$ cat src/rtl/gidc_pkg.sv
// Shared types and constants for the gamepad input event detector.
// Depends on nothing; every other rtl file refers to it by scoped names.
package gidc_pkg;

	localparam int NUM_BUTTONS = 12;
	localparam int NUM_LEVELS  = 14;
	localparam int NUM_SRC     = 16;
	localparam int NUM_LANES   = 6;
	localparam int RAW_W       = 16;
	localparam int SPAN_W      = RAW_W + 1;
	localparam int SCL_W       = RAW_W + 3;
	localparam int MAG_W       = SCL_W - 1;
	localparam int PROD_W      = SCL_W + 8;
	localparam int LIM_W       = 25;
	localparam int THR_W       = 7;
	localparam int SRC_W       = 4;
	localparam int LVL_W       = 3;
	localparam int CFG_IDX_W   = 2;

	// lane order
	localparam int LANE_LX = 0;
	localparam int LANE_LY = 1;
	localparam int LANE_RX = 2;
	localparam int LANE_RY = 3;
	localparam int LANE_LT = 4;
	localparam int LANE_RT = 5;

	// event sources beyond the buttons
	localparam logic [SRC_W-1:0] SRC_RIGHT_STICK = 4'd12;
	localparam logic [SRC_W-1:0] SRC_LEFT_STICK  = 4'd13;
	localparam logic [SRC_W-1:0] SRC_L2          = 4'd14;
	localparam logic [SRC_W-1:0] SRC_R2          = 4'd15;

	// level bits for the triggers inside the level vector
	localparam int LVL_L2 = 12;
	localparam int LVL_R2 = 13;

	// configuration register indexes
	localparam logic [CFG_IDX_W-1:0] CFG_ENABLE    = 2'd0;
	localparam logic [CFG_IDX_W-1:0] CFG_RANGE_MIN = 2'd1;
	localparam logic [CFG_IDX_W-1:0] CFG_RANGE_MAX = 2'd2;
	localparam logic [CFG_IDX_W-1:0] CFG_THRESHOLD = 2'd3;

	typedef enum logic [LVL_W-1:0] {
		DIR_CENTER = 3'd0,
		DIR_UP     = 3'd1,
		DIR_DOWN   = 3'd2,
		DIR_LEFT   = 3'd3,
		DIR_RIGHT  = 3'd4
	} dir_t;

	// what one axis lane found about its axis
	typedef struct packed {
		logic             pos;
		logic             neg;
		logic [MAG_W-1:0] mag;
	} lane_flags_t;

	// changes of one snapshot, handed from the merge stage to the drain
	typedef struct packed {
		logic [NUM_SRC-1:0]    mask;
		logic [NUM_LEVELS-1:0] btn;
		dir_t                  dir_r;
		dir_t                  dir_l;
	} evt_t;

endpackage

$ cat src/rtl/gidc_axis_lane.sv
// One axis lane: centres and scales a raw axis, then compares it against the threshold.
// Depends on gidc_pkg.
module gidc_axis_lane (
	input  logic                                      clk,
	input  logic                                      adv_s1,
	input  logic                                      adv_s2,
	input  logic signed [gidc_pkg::RAW_W-1:0]         raw,
	input  logic signed [gidc_pkg::RAW_W-1:0]         lo_bound,
	input  logic signed [gidc_pkg::SPAN_W-1:0]        span,
	input  logic signed [gidc_pkg::LIM_W-1:0]         lim,
	output gidc_pkg::lane_flags_t                     flags
);

	logic signed [gidc_pkg::SPAN_W-1:0] diff;
	logic signed [gidc_pkg::SCL_W-1:0]  n_d;
	logic signed [gidc_pkg::SCL_W-1:0]  n_s1;
	logic signed [gidc_pkg::PROD_W-1:0] nx;
	logic signed [gidc_pkg::PROD_W-1:0] p100;
	logic signed [gidc_pkg::PROD_W-1:0] limx;
	logic signed [gidc_pkg::SCL_W-1:0]  n_abs;
	gidc_pkg::lane_flags_t              flags_d;
	gidc_pkg::lane_flags_t              flags_s2;

	// n = 2*(raw - min) - span, so the normalised value is n / span
	assign diff = $signed({raw[gidc_pkg::RAW_W-1], raw})
		- $signed({lo_bound[gidc_pkg::RAW_W-1], lo_bound});
	assign n_d = $signed({diff[gidc_pkg::SPAN_W-1], diff, 1'b0})
		- $signed({{2{span[gidc_pkg::SPAN_W-1]}}, span});

	always_ff @(posedge clk) begin
		if (adv_s1) begin
			n_s1 <= n_d;
		end
	end

	// 100*n by shift and add, against t*span
	assign nx    = $signed({{8{n_s1[gidc_pkg::SCL_W-1]}}, n_s1});
	assign p100  = (nx <<< 6) + (nx <<< 5) + (nx <<< 2);
	assign limx  = $signed({{(gidc_pkg::PROD_W - gidc_pkg::LIM_W){lim[gidc_pkg::LIM_W-1]}}, lim});
	assign n_abs = n_s1[gidc_pkg::SCL_W-1] ? -n_s1 : n_s1;

	always_comb begin
		flags_d.pos = p100 > limx;
		flags_d.neg = p100 < -limx;
		flags_d.mag = n_abs[gidc_pkg::MAG_W-1:0];
	end

	always_ff @(posedge clk) begin
		if (adv_s2) begin
			flags_s2 <= flags_d;
		end
	end

	assign flags = flags_s2;

endmodule

$ cat src/rtl/gidc_merge.sv
// Merge stage: combines the lane results into directions and levels and holds the kept state.
// Depends on gidc_pkg.
module gidc_merge (
	input  logic                                              clk,
	input  logic                                              arst_n,
	input  logic                                              fire,
	input  logic                                              span_ok,
	input  logic [gidc_pkg::NUM_BUTTONS-1:0]                  buttons,
	input  gidc_pkg::lane_flags_t [gidc_pkg::NUM_LANES-1:0]   lanes,
	output gidc_pkg::evt_t                                    evt
);

	logic [gidc_pkg::NUM_LEVELS-1:0] lvl_q;
	gidc_pkg::dir_t                  dir_r_q;
	gidc_pkg::dir_t                  dir_l_q;
	logic [gidc_pkg::NUM_LEVELS-1:0] lvl_d;
	gidc_pkg::dir_t                  dir_r_d;
	gidc_pkg::dir_t                  dir_l_d;

	function automatic gidc_pkg::dir_t stick_dir(
		input gidc_pkg::lane_flags_t x,
		input gidc_pkg::lane_flags_t y,
		input logic                  ok
	);
		gidc_pkg::dir_t d;
		d = gidc_pkg::DIR_CENTER;
		if (ok) begin
			if (x.mag > y.mag) begin
				if (x.pos)      d = gidc_pkg::DIR_RIGHT;
				else if (x.neg) d = gidc_pkg::DIR_LEFT;
			end else begin
				if (y.pos)      d = gidc_pkg::DIR_UP;
				else if (y.neg) d = gidc_pkg::DIR_DOWN;
			end
		end
		return d;
	endfunction

	always_comb begin
		dir_r_d = stick_dir(lanes[gidc_pkg::LANE_RX], lanes[gidc_pkg::LANE_RY], span_ok);
		dir_l_d = stick_dir(lanes[gidc_pkg::LANE_LX], lanes[gidc_pkg::LANE_LY], span_ok);
		lvl_d   = {lanes[gidc_pkg::LANE_RT].pos & span_ok,
			lanes[gidc_pkg::LANE_LT].pos & span_ok, buttons};

		evt.mask[gidc_pkg::NUM_BUTTONS-1:0] = lvl_d[gidc_pkg::NUM_BUTTONS-1:0]
			^ lvl_q[gidc_pkg::NUM_BUTTONS-1:0];
		evt.mask[gidc_pkg::SRC_RIGHT_STICK] = dir_r_d != dir_r_q;
		evt.mask[gidc_pkg::SRC_LEFT_STICK]  = dir_l_d != dir_l_q;
		evt.mask[gidc_pkg::SRC_L2] = lvl_d[gidc_pkg::LVL_L2] ^ lvl_q[gidc_pkg::LVL_L2];
		evt.mask[gidc_pkg::SRC_R2] = lvl_d[gidc_pkg::LVL_R2] ^ lvl_q[gidc_pkg::LVL_R2];
		evt.btn   = lvl_d;
		evt.dir_r = dir_r_d;
		evt.dir_l = dir_l_d;
	end

	always_ff @(posedge clk or negedge arst_n) begin
		if (!arst_n) begin
			lvl_q   <= '0;
			dir_r_q <= gidc_pkg::DIR_CENTER;
			dir_l_q <= gidc_pkg::DIR_CENTER;
		end else if (fire) begin
			lvl_q   <= lvl_d;
			dir_r_q <= dir_r_d;
			dir_l_q <= dir_l_d;
		end
	end

endmodule

$ cat src/rtl/gidc_drain.sv
// Event drain: holds the change set of one snapshot and issues its events one per cycle while out_ready allows.
// Depends on gidc_pkg.
module gidc_drain (
	input  logic                             clk,
	input  logic                             arst_n,
	input  logic                             load,
	input  gidc_pkg::evt_t                   evt,
	output logic                             load_ok,
	output logic                             busy,
	output logic                             out_valid,
	input  logic                             out_ready,
	output logic [gidc_pkg::SRC_W-1:0]       source,
	output logic [gidc_pkg::LVL_W-1:0]       new_level,
	output logic                             last
);

	logic [gidc_pkg::NUM_SRC-1:0]    mask_q;
	logic [gidc_pkg::NUM_LEVELS-1:0] btn_q;
	gidc_pkg::dir_t                  dir_r_q;
	gidc_pkg::dir_t                  dir_l_q;
	logic                            valid_q;
	logic [gidc_pkg::SRC_W-1:0]      source_q;
	logic [gidc_pkg::LVL_W-1:0]      level_q;
	logic                            last_q;
	logic [gidc_pkg::NUM_SRC-1:0]    mask_rest;
	logic [gidc_pkg::SRC_W-1:0]      k;
	logic [gidc_pkg::LVL_W-1:0]      lvl_k;
	logic                            step;

	// lowest pending source goes first
	always_comb begin
		k = '0;
		for (int i = gidc_pkg::NUM_SRC - 1; i >= 0; i--) begin
			if (mask_q[i]) k = gidc_pkg::SRC_W'(i);
		end
	end

	always_comb begin
		case (k)
			gidc_pkg::SRC_RIGHT_STICK: lvl_k = dir_r_q;
			gidc_pkg::SRC_LEFT_STICK:  lvl_k = dir_l_q;
			gidc_pkg::SRC_L2:          lvl_k = {2'b00, btn_q[gidc_pkg::LVL_L2]};
			gidc_pkg::SRC_R2:          lvl_k = {2'b00, btn_q[gidc_pkg::LVL_R2]};
			default:                   lvl_k = {2'b00, btn_q[k]};
		endcase
	end

	assign mask_rest = mask_q & (mask_q - 1'b1);
	assign busy      = mask_q != '0;
	assign step      = busy && (!valid_q || out_ready);
	assign load_ok   = !busy || (step && mask_rest == '0);

	always_ff @(posedge clk or negedge arst_n) begin
		if (!arst_n) begin
			mask_q <= '0;
		end else if (load) begin
			mask_q <= evt.mask;
		end else if (step) begin
			mask_q <= mask_rest;
		end
	end

	always_ff @(posedge clk) begin
		if (load) begin
			btn_q   <= evt.btn;
			dir_r_q <= evt.dir_r;
			dir_l_q <= evt.dir_l;
		end
	end

	always_ff @(posedge clk or negedge arst_n) begin
		if (!arst_n) begin
			valid_q <= 1'b0;
		end else if (step) begin
			valid_q <= 1'b1;
		end else if (out_ready) begin
			valid_q <= 1'b0;
		end
	end

	always_ff @(posedge clk) begin
		if (step) begin
			source_q <= k;
			level_q  <= lvl_k;
			last_q   <= mask_rest == '0;
		end
	end

	assign out_valid = valid_q;
	assign source    = source_q;
	assign new_level = level_q;
	assign last      = last_q;

endmodule

$ cat src/rtl/gamepad_input_event_detector_core.sv
// Top level of the gamepad input event detector: configuration, pipeline control, lanes.
// Depends on gidc_pkg, gidc_axis_lane, gidc_merge and gidc_drain.
//
// Each snapshot transfer carries 12 button bits and six raw signed axes. Six axis lanes
// work side by side: stage one centres each axis against the configured range, stage two
// scales it by 100 and compares it with threshold_percent times the span, so no division
// is needed. The merge stage then picks each stick's dominant axis, forms the trigger
// levels, compares everything with the kept levels and directions and updates them. Every
// change becomes one event, in the order buttons 0 to 11, right stick, left stick, L2, R2;
// the final event of a snapshot carries last. A snapshot that changes nothing gives no
// event. While enable is 0 snapshots are taken and dropped. If the upper end of the range
// is not above the lower end, sticks read as centred and triggers as released.
// Rate: a snapshot can be taken every cycle while in_ready is high; its events pass the
// stage one, stage two, drain and output registers. The drain issues one event per cycle
// while out_ready allows, at most 16 per snapshot, and a snapshot with changes waits in
// the merge stage until the drain can take its change set. The output register and the
// stage registers let a new snapshot be taken while earlier events still wait on out_ready.
// Configuration: write only while no snapshot is in flight; cfg_ready is always high.
module gamepad_input_event_detector_core (
	input  logic                                   clk,
	input  logic                                   arst_n,
	input  logic                                   cfg_valid,
	output logic                                   cfg_ready,
	input  logic [gidc_pkg::CFG_IDX_W-1:0]         cfg_index,
	input  logic [gidc_pkg::RAW_W-1:0]             cfg_data,
	input  logic                                   in_valid,
	output logic                                   in_ready,
	input  logic [gidc_pkg::NUM_BUTTONS-1:0]       buttons,
	input  logic signed [gidc_pkg::RAW_W-1:0]      left_x,
	input  logic signed [gidc_pkg::RAW_W-1:0]      left_y,
	input  logic signed [gidc_pkg::RAW_W-1:0]      right_x,
	input  logic signed [gidc_pkg::RAW_W-1:0]      right_y,
	input  logic signed [gidc_pkg::RAW_W-1:0]      left_trigger,
	input  logic signed [gidc_pkg::RAW_W-1:0]      right_trigger,
	output logic                                   out_valid,
	input  logic                                   out_ready,
	output logic [gidc_pkg::SRC_W-1:0]             source,
	output logic [gidc_pkg::LVL_W-1:0]             new_level,
	output logic                                   last
);

	// configuration registers
	logic                               enable_q;
	logic signed [gidc_pkg::RAW_W-1:0]  rng_lo_q;
	logic signed [gidc_pkg::RAW_W-1:0]  rng_hi_q;
	logic [gidc_pkg::THR_W-1:0]         thr_q;

	// pipeline control and side payload
	logic                               valid_s1;
	logic                               valid_s2;
	logic                               span_ok_s1;
	logic                               span_ok_s2;
	logic [gidc_pkg::NUM_BUTTONS-1:0]   btn_s1;
	logic [gidc_pkg::NUM_BUTTONS-1:0]   btn_s2;
	logic signed [gidc_pkg::LIM_W-1:0]  lim_s1;

	logic signed [gidc_pkg::SPAN_W-1:0] span;
	logic                               span_ok;
	logic signed [gidc_pkg::LIM_W-1:0]  lim_d;
	logic                               in_xfer;
	logic                               adv_s1;
	logic                               adv_s2;
	logic                               s2_free;
	logic                               merge_fire;
	logic                               drain_load;
	logic                               load_ok;
	logic                               drain_busy;

	logic signed [gidc_pkg::RAW_W-1:0]                   raw [gidc_pkg::NUM_LANES];
	gidc_pkg::lane_flags_t [gidc_pkg::NUM_LANES-1:0]     lane_flags;
	gidc_pkg::evt_t                                      evt;

	// --- configuration port: never stalls ---
	assign cfg_ready = 1'b1;

	always_ff @(posedge clk or negedge arst_n) begin
		if (!arst_n) begin
			enable_q <= 1'b0;
			rng_lo_q <= '0;
			rng_hi_q <= 16'sd255;
			thr_q    <= 7'd30;
		end else if (cfg_valid) begin
			unique case (cfg_index)
				gidc_pkg::CFG_ENABLE:    enable_q <= cfg_data[0];
				gidc_pkg::CFG_RANGE_MIN: rng_lo_q <= cfg_data;
				gidc_pkg::CFG_RANGE_MAX: rng_hi_q <= cfg_data;
				gidc_pkg::CFG_THRESHOLD: thr_q    <= cfg_data[gidc_pkg::THR_W-1:0];
				default: ;
			endcase
		end
	end

	// span and threshold limit, shared by every lane
	assign span = $signed({rng_hi_q[gidc_pkg::RAW_W-1], rng_hi_q})
		- $signed({rng_lo_q[gidc_pkg::RAW_W-1], rng_lo_q});
	assign span_ok = !span[gidc_pkg::SPAN_W-1] && (span != '0);
	assign lim_d = $signed({{(gidc_pkg::LIM_W - gidc_pkg::THR_W){1'b0}}, thr_q})
		* $signed({{(gidc_pkg::LIM_W - gidc_pkg::SPAN_W){span[gidc_pkg::SPAN_W-1]}}, span});

	// --- pipeline control: advance a stage when the next one is free or leaving ---
	assign merge_fire = valid_s2 && ((evt.mask == '0) || load_ok);
	assign drain_load = merge_fire && (evt.mask != '0);
	assign s2_free    = !valid_s2 || merge_fire;
	assign adv_s2     = valid_s1 && s2_free;
	assign in_ready   = !valid_s1 || adv_s2;
	assign in_xfer    = in_valid && in_ready;
	assign adv_s1     = in_xfer && enable_q;

	always_ff @(posedge clk or negedge arst_n) begin
		if (!arst_n) begin
			valid_s1 <= 1'b0;
			valid_s2 <= 1'b0;
		end else begin
			// a disabled snapshot is taken and dropped here
			if (in_xfer)     valid_s1 <= enable_q;
			else if (adv_s2) valid_s1 <= 1'b0;
			if (adv_s2)          valid_s2 <= 1'b1;
			else if (merge_fire) valid_s2 <= 1'b0;
		end
	end

	always_ff @(posedge clk) begin
		if (adv_s1) begin
			btn_s1     <= buttons;
			span_ok_s1 <= span_ok;
			lim_s1     <= lim_d;
		end
		if (adv_s2) begin
			btn_s2     <= btn_s1;
			span_ok_s2 <= span_ok_s1;
		end
	end

	// --- axis lanes ---
	assign raw[gidc_pkg::LANE_LX] = left_x;
	assign raw[gidc_pkg::LANE_LY] = left_y;
	assign raw[gidc_pkg::LANE_RX] = right_x;
	assign raw[gidc_pkg::LANE_RY] = right_y;
	assign raw[gidc_pkg::LANE_LT] = left_trigger;
	assign raw[gidc_pkg::LANE_RT] = right_trigger;

	for (genvar g = 0; g < gidc_pkg::NUM_LANES; g++) begin : g_lane
		gidc_axis_lane u_lane (
			.clk      (clk),
			.adv_s1   (adv_s1),
			.adv_s2   (adv_s2),
			.raw      (raw[g]),
			.lo_bound (rng_lo_q),
			.span     (span),
			.lim      (lim_s1),
			.flags    (lane_flags[g])
		);
	end

	// --- merge: directions, levels, change set, kept state ---
	gidc_merge u_merge (
		.clk     (clk),
		.arst_n  (arst_n),
		.fire    (merge_fire),
		.span_ok (span_ok_s2),
		.buttons (btn_s2),
		.lanes   (lane_flags),
		.evt     (evt)
	);

	// --- drain: one event per transfer ---
	gidc_drain u_drain (
		.clk       (clk),
		.arst_n    (arst_n),
		.load      (drain_load),
		.evt       (evt),
		.load_ok   (load_ok),
		.busy      (drain_busy),
		.out_valid (out_valid),
		.out_ready (out_ready),
		.source    (source),
		.new_level (new_level),
		.last      (last)
	);

`ifndef ASSERT_OFF
	// a change set handed to the drain must show up as pending or issued work
	a_load_seen: assert property (@(posedge clk) disable iff (!arst_n)
		drain_load |=> (drain_busy || out_valid))
		else $error("change set lost on its way into the drain");

	// a blocked merge stage with a full first stage must hold off the input
	a_backpressure: assert property (@(posedge clk) disable iff (!arst_n)
		(valid_s1 && valid_s2 && !merge_fire) |-> !in_ready)
		else $error("input taken while the pipeline is full");

	// a snapshot taken while disabled must not enter the pipeline
	a_disabled_drop: assert property (@(posedge clk) disable iff (!arst_n)
		(in_xfer && !enable_q) |=> !valid_s1)
		else $error("disabled snapshot entered the pipeline");

	// the drain is loaded only when its previous set has run out
	a_no_overwrite: assert property (@(posedge clk) disable iff (!arst_n)
		drain_load |-> load_ok)
		else $error("drain loaded over pending events");
`endif

endmodule
$ cat config.mk
export PLATFORM = sky130hd
export DESIGN_NAME = gamepad_input_event_detector_core
export DESIGN_NICKNAME = d
export VERILOG_FILES = /design/src/rtl/gidc_pkg.sv /design/src/rtl/gidc_axis_lane.sv /design/src/rtl/gidc_merge.sv /design/src/rtl/gidc_drain.sv /design/src/rtl/gamepad_input_event_detector_core.sv
export SDC_FILE = /design/constraint.sdc
export NUM_CORES = 2
export LEC_CHECK = 0
export BUFFER_PORTS_ARGS = -buffer_cell sky130_fd_sc_hd__buf_2
export CAP_MARGIN = 20
export CELL_PAD_IN_SITES_DETAIL_PLACEMENT = 1
export CELL_PAD_IN_SITES_GLOBAL_PLACEMENT = 1
export CORE_MARGIN = 1
export CORE_UTILIZATION = 40
export DETAILED_ROUTE_END_ITERATION = 7
export PLACE_DENSITY_LB_ADDON = 0.1
export SYNTH_ARGS = -nofsm -noshare
export SYNTH_HDL_FRONTEND = slang
export SYNTH_HIERARCHICAL = 1
export SYNTH_SLANG_ARGS = --single-unit
$ cat constraint.sdc
create_clock -name clk -period 14.6 [get_ports clk]
set_input_delay 2.92 -clock clk [delete_from_list [all_inputs] [get_ports clk]]
set_output_delay 2.92 -clock clk [all_outputs]
set_load 0.01 [all_outputs]
==> flow_summary.toml <==
[drt]
drcViolationCount = 0
drt-wirelength-per-cell_um = 21.6
drtPass1Iterations = 5
vias = 36050
viasPerCell = 5.44
routed_wl_mm = 143
route.antenna.remaining_nets = 0
drt_iter0_drc = 1931

[placement]
portBuffers = 140
place.gp.congestion = 0.855
hpwl_mm = 116
numPlacedInstances = 6532
place_ws_ps = 6880

[synth]
synth_area_um2 = 44700
avgSynthCellArea_um2 = 9.13
synth_fp_nets = 5952
synthCells = 4900
yosys_warnings = 6

[min_path]
hold_depth = 0
hp-class = "flop to flop"

[die]
core_area_um2 = 111000
die_h_um = 336
start_util_pct = 40.4
io_pins = 142
die_w_um = 336
num_rows = 122
fp.dieArea_um2 = 113000

[clock_network]
clkSinkCount = 354
hold_buffers = 0
numCtsBuffers = 48
clock-root-buffer = "clkbuf_16"
cts_setup_buffers = 0
clk_pin_slew_worst_paths_ps = 60
insertion_delay_ps = 630
htreeDepth = 2
cts.path.max_buffers = 3
cts_resized = 0
cts_tree = "built"

[sta]
min_period_over_period_pct = 53.4
period_needed_ps = 7790
worstMarginPinSlew_ps = 1010
fmax_ghz = 0.128
setup_violations = 0
finalHoldViolCount = 0
worst_clock_skew_ps = 20.3
worst_slack_ps = 6810
tns_ps = 0
rsz0062_at_grt = "false"
maxSlewViolCount = 0
slew_headroom_pct = 32.4

[grt]
overflow = 0
antenna_found_initial = 3
grt_max_degree = 72
gr-usage-all-layers_pct = 25.6
grt_pass1_wl_mm = 221
grt_pass1_vias = 37136

[run]
max_cap_violations = 0

[worst_setup_path]
critPathKind = "flop to flop"
start_kind = "flop"
rr_worst_depth = 25
critPathMaxStageDelay_ps = 560
worstPathArrival_ps = 8170
crit_buf_inv = 4
crit_cells = 25
cp-end-kind = "flop"
cp_max_fo = 13
crit_family = "adder cells"
slowest_stage = "dfrtp_1"
critical_path_required_ps = 14980

[layout]
layout-drive-gt1-share_pct = 9.21
layoutNonFillerInstCount = 6623
finalNetCount = 6147
area_growth_pct = 9.85
multi_input_area_um2 = 31500
n_fill_cell = 13012
regArea_um2 = 10200

[run_status]
status = "complete, no violations"
layer usage:
layer | vias up | part of all wire, % | global-route usage [%]
li1 | 17484 | - | -
met1 | 17939 | 49 | 36.3
met2 | 516 | 46 | 42.2
met3 | 109 | 3.2 | 2.21
met4 | 2 | 1.9 | 5.06
met5 | - | 0.013 | 0
layout by cell type (no fill, tap or decap), types with 17 or more instances in the layout:
cell,n
nor4_1,35
fa_1,212
a211oi_1,46
o211ai_1,28
buf_4,50
o31ai_1,23
nor2b_1,69
o2111ai_1,17
o21ai_0,201
edfxtp_1,275
a21boi_0,19
ha_1,709
buf_2,139
a21oi_1,294
and2_1,83
clkbuf_16,48
and3_1,42
or2_2,21
or3_1,36
nand2b_1,31
nand2_1,289
mux2_2,62
inv_1,737
nand3_1,128
o21ai_1,17
a21o_1,126
dfrtp_1,67
o21a_1,46
o21bai_1,50
a31oi_1,30
xor2_1,74
nor3_1,101
xnor2_1,367
nand4_1,44
nor2_1,283
worst register-to-register path: cells and delay by family, from the launching register on:
family	cells	cell delay, ps
flops	1	560
xor+xnor	2	370
fa+ha+maj	6	2760
simple gates	4	1400
compound gates	9	1960
buf+inv	4	500
area by class of cell:
cell class              instances  area share [%]
repair buffers                190            2.21
clock buffers                  60            2.56
inverters                     738            5.64
diodes                          1         0.00509
well taps                    1488            3.79
multi-input cells            3763            64.1
clock inverters                29           0.792
flip-flops and latches        354            20.9
registers in the layout (all words and copies together), names as in the netlist:
signal and cells:
btn_s1 12, btn_s2 12, enable_q 1, g_lane.u_lane/flags 82
g_lane.u_lane/n_s1 114, lim_s1 25, rng_hi_q 16, rng_lo_q 16
span_ok_s1 1, span_ok_s2 1, thr_q 7, u_drain/btn_q 14
u_drain/dir_l_q 3, u_drain/dir_r_q 3, u_drain/last 1, u_drain/mask_q 16
u_drain/new_level 3, u_drain/out_valid 1, u_drain/source 4, u_merge/dir_l_q 3
u_merge/dir_r_q 3, u_merge/lvl_q 14, valid_s1 1, valid_s2 1
path summary, 6_finish.rpt:
kind,to,from,slack [ps]
setup / recovery,lim_s1[24]$_DFFE_PP_,rng_lo_q[2]$_DFFE_PN0P_,6810
hold / removal,btn_s2[4]$_DFFE_PP_,btn_s1[4]$_DFFE_PP_,410
setup reg to reg,lim_s1[24]$_DFFE_PP_,rng_lo_q[2]$_DFFE_PN0P_,6810
hold reg to reg,btn_s2[4]$_DFFE_PP_,btn_s1[4]$_DFFE_PP_,410
max in group asynchronous,thr_q[2]$_DFFE_PN1P_,arst_n,11260
min in group asynchronous,u_merge/dir_l_q[2]$_DFFE_PN0P_,arst_n,2350
stage by stage:
stage / hold WS, ps / util, % / cell area [µm²]
2_1_floorplan: 400 / - / 44700
3_3_place_gp: 405 / 42.8 / 47500
3_5_place_dp: 406 / 42.8 / 47500
4_1_cts: 414 / 44.3 / 49100
5_1_grt: 416 / 44.3 / 49100
6_report: 412 / 44.3 / 49100
Power is not shown: default switching activity piles up to over one toggle a cycle in this logic, so the estimate is an artifact.
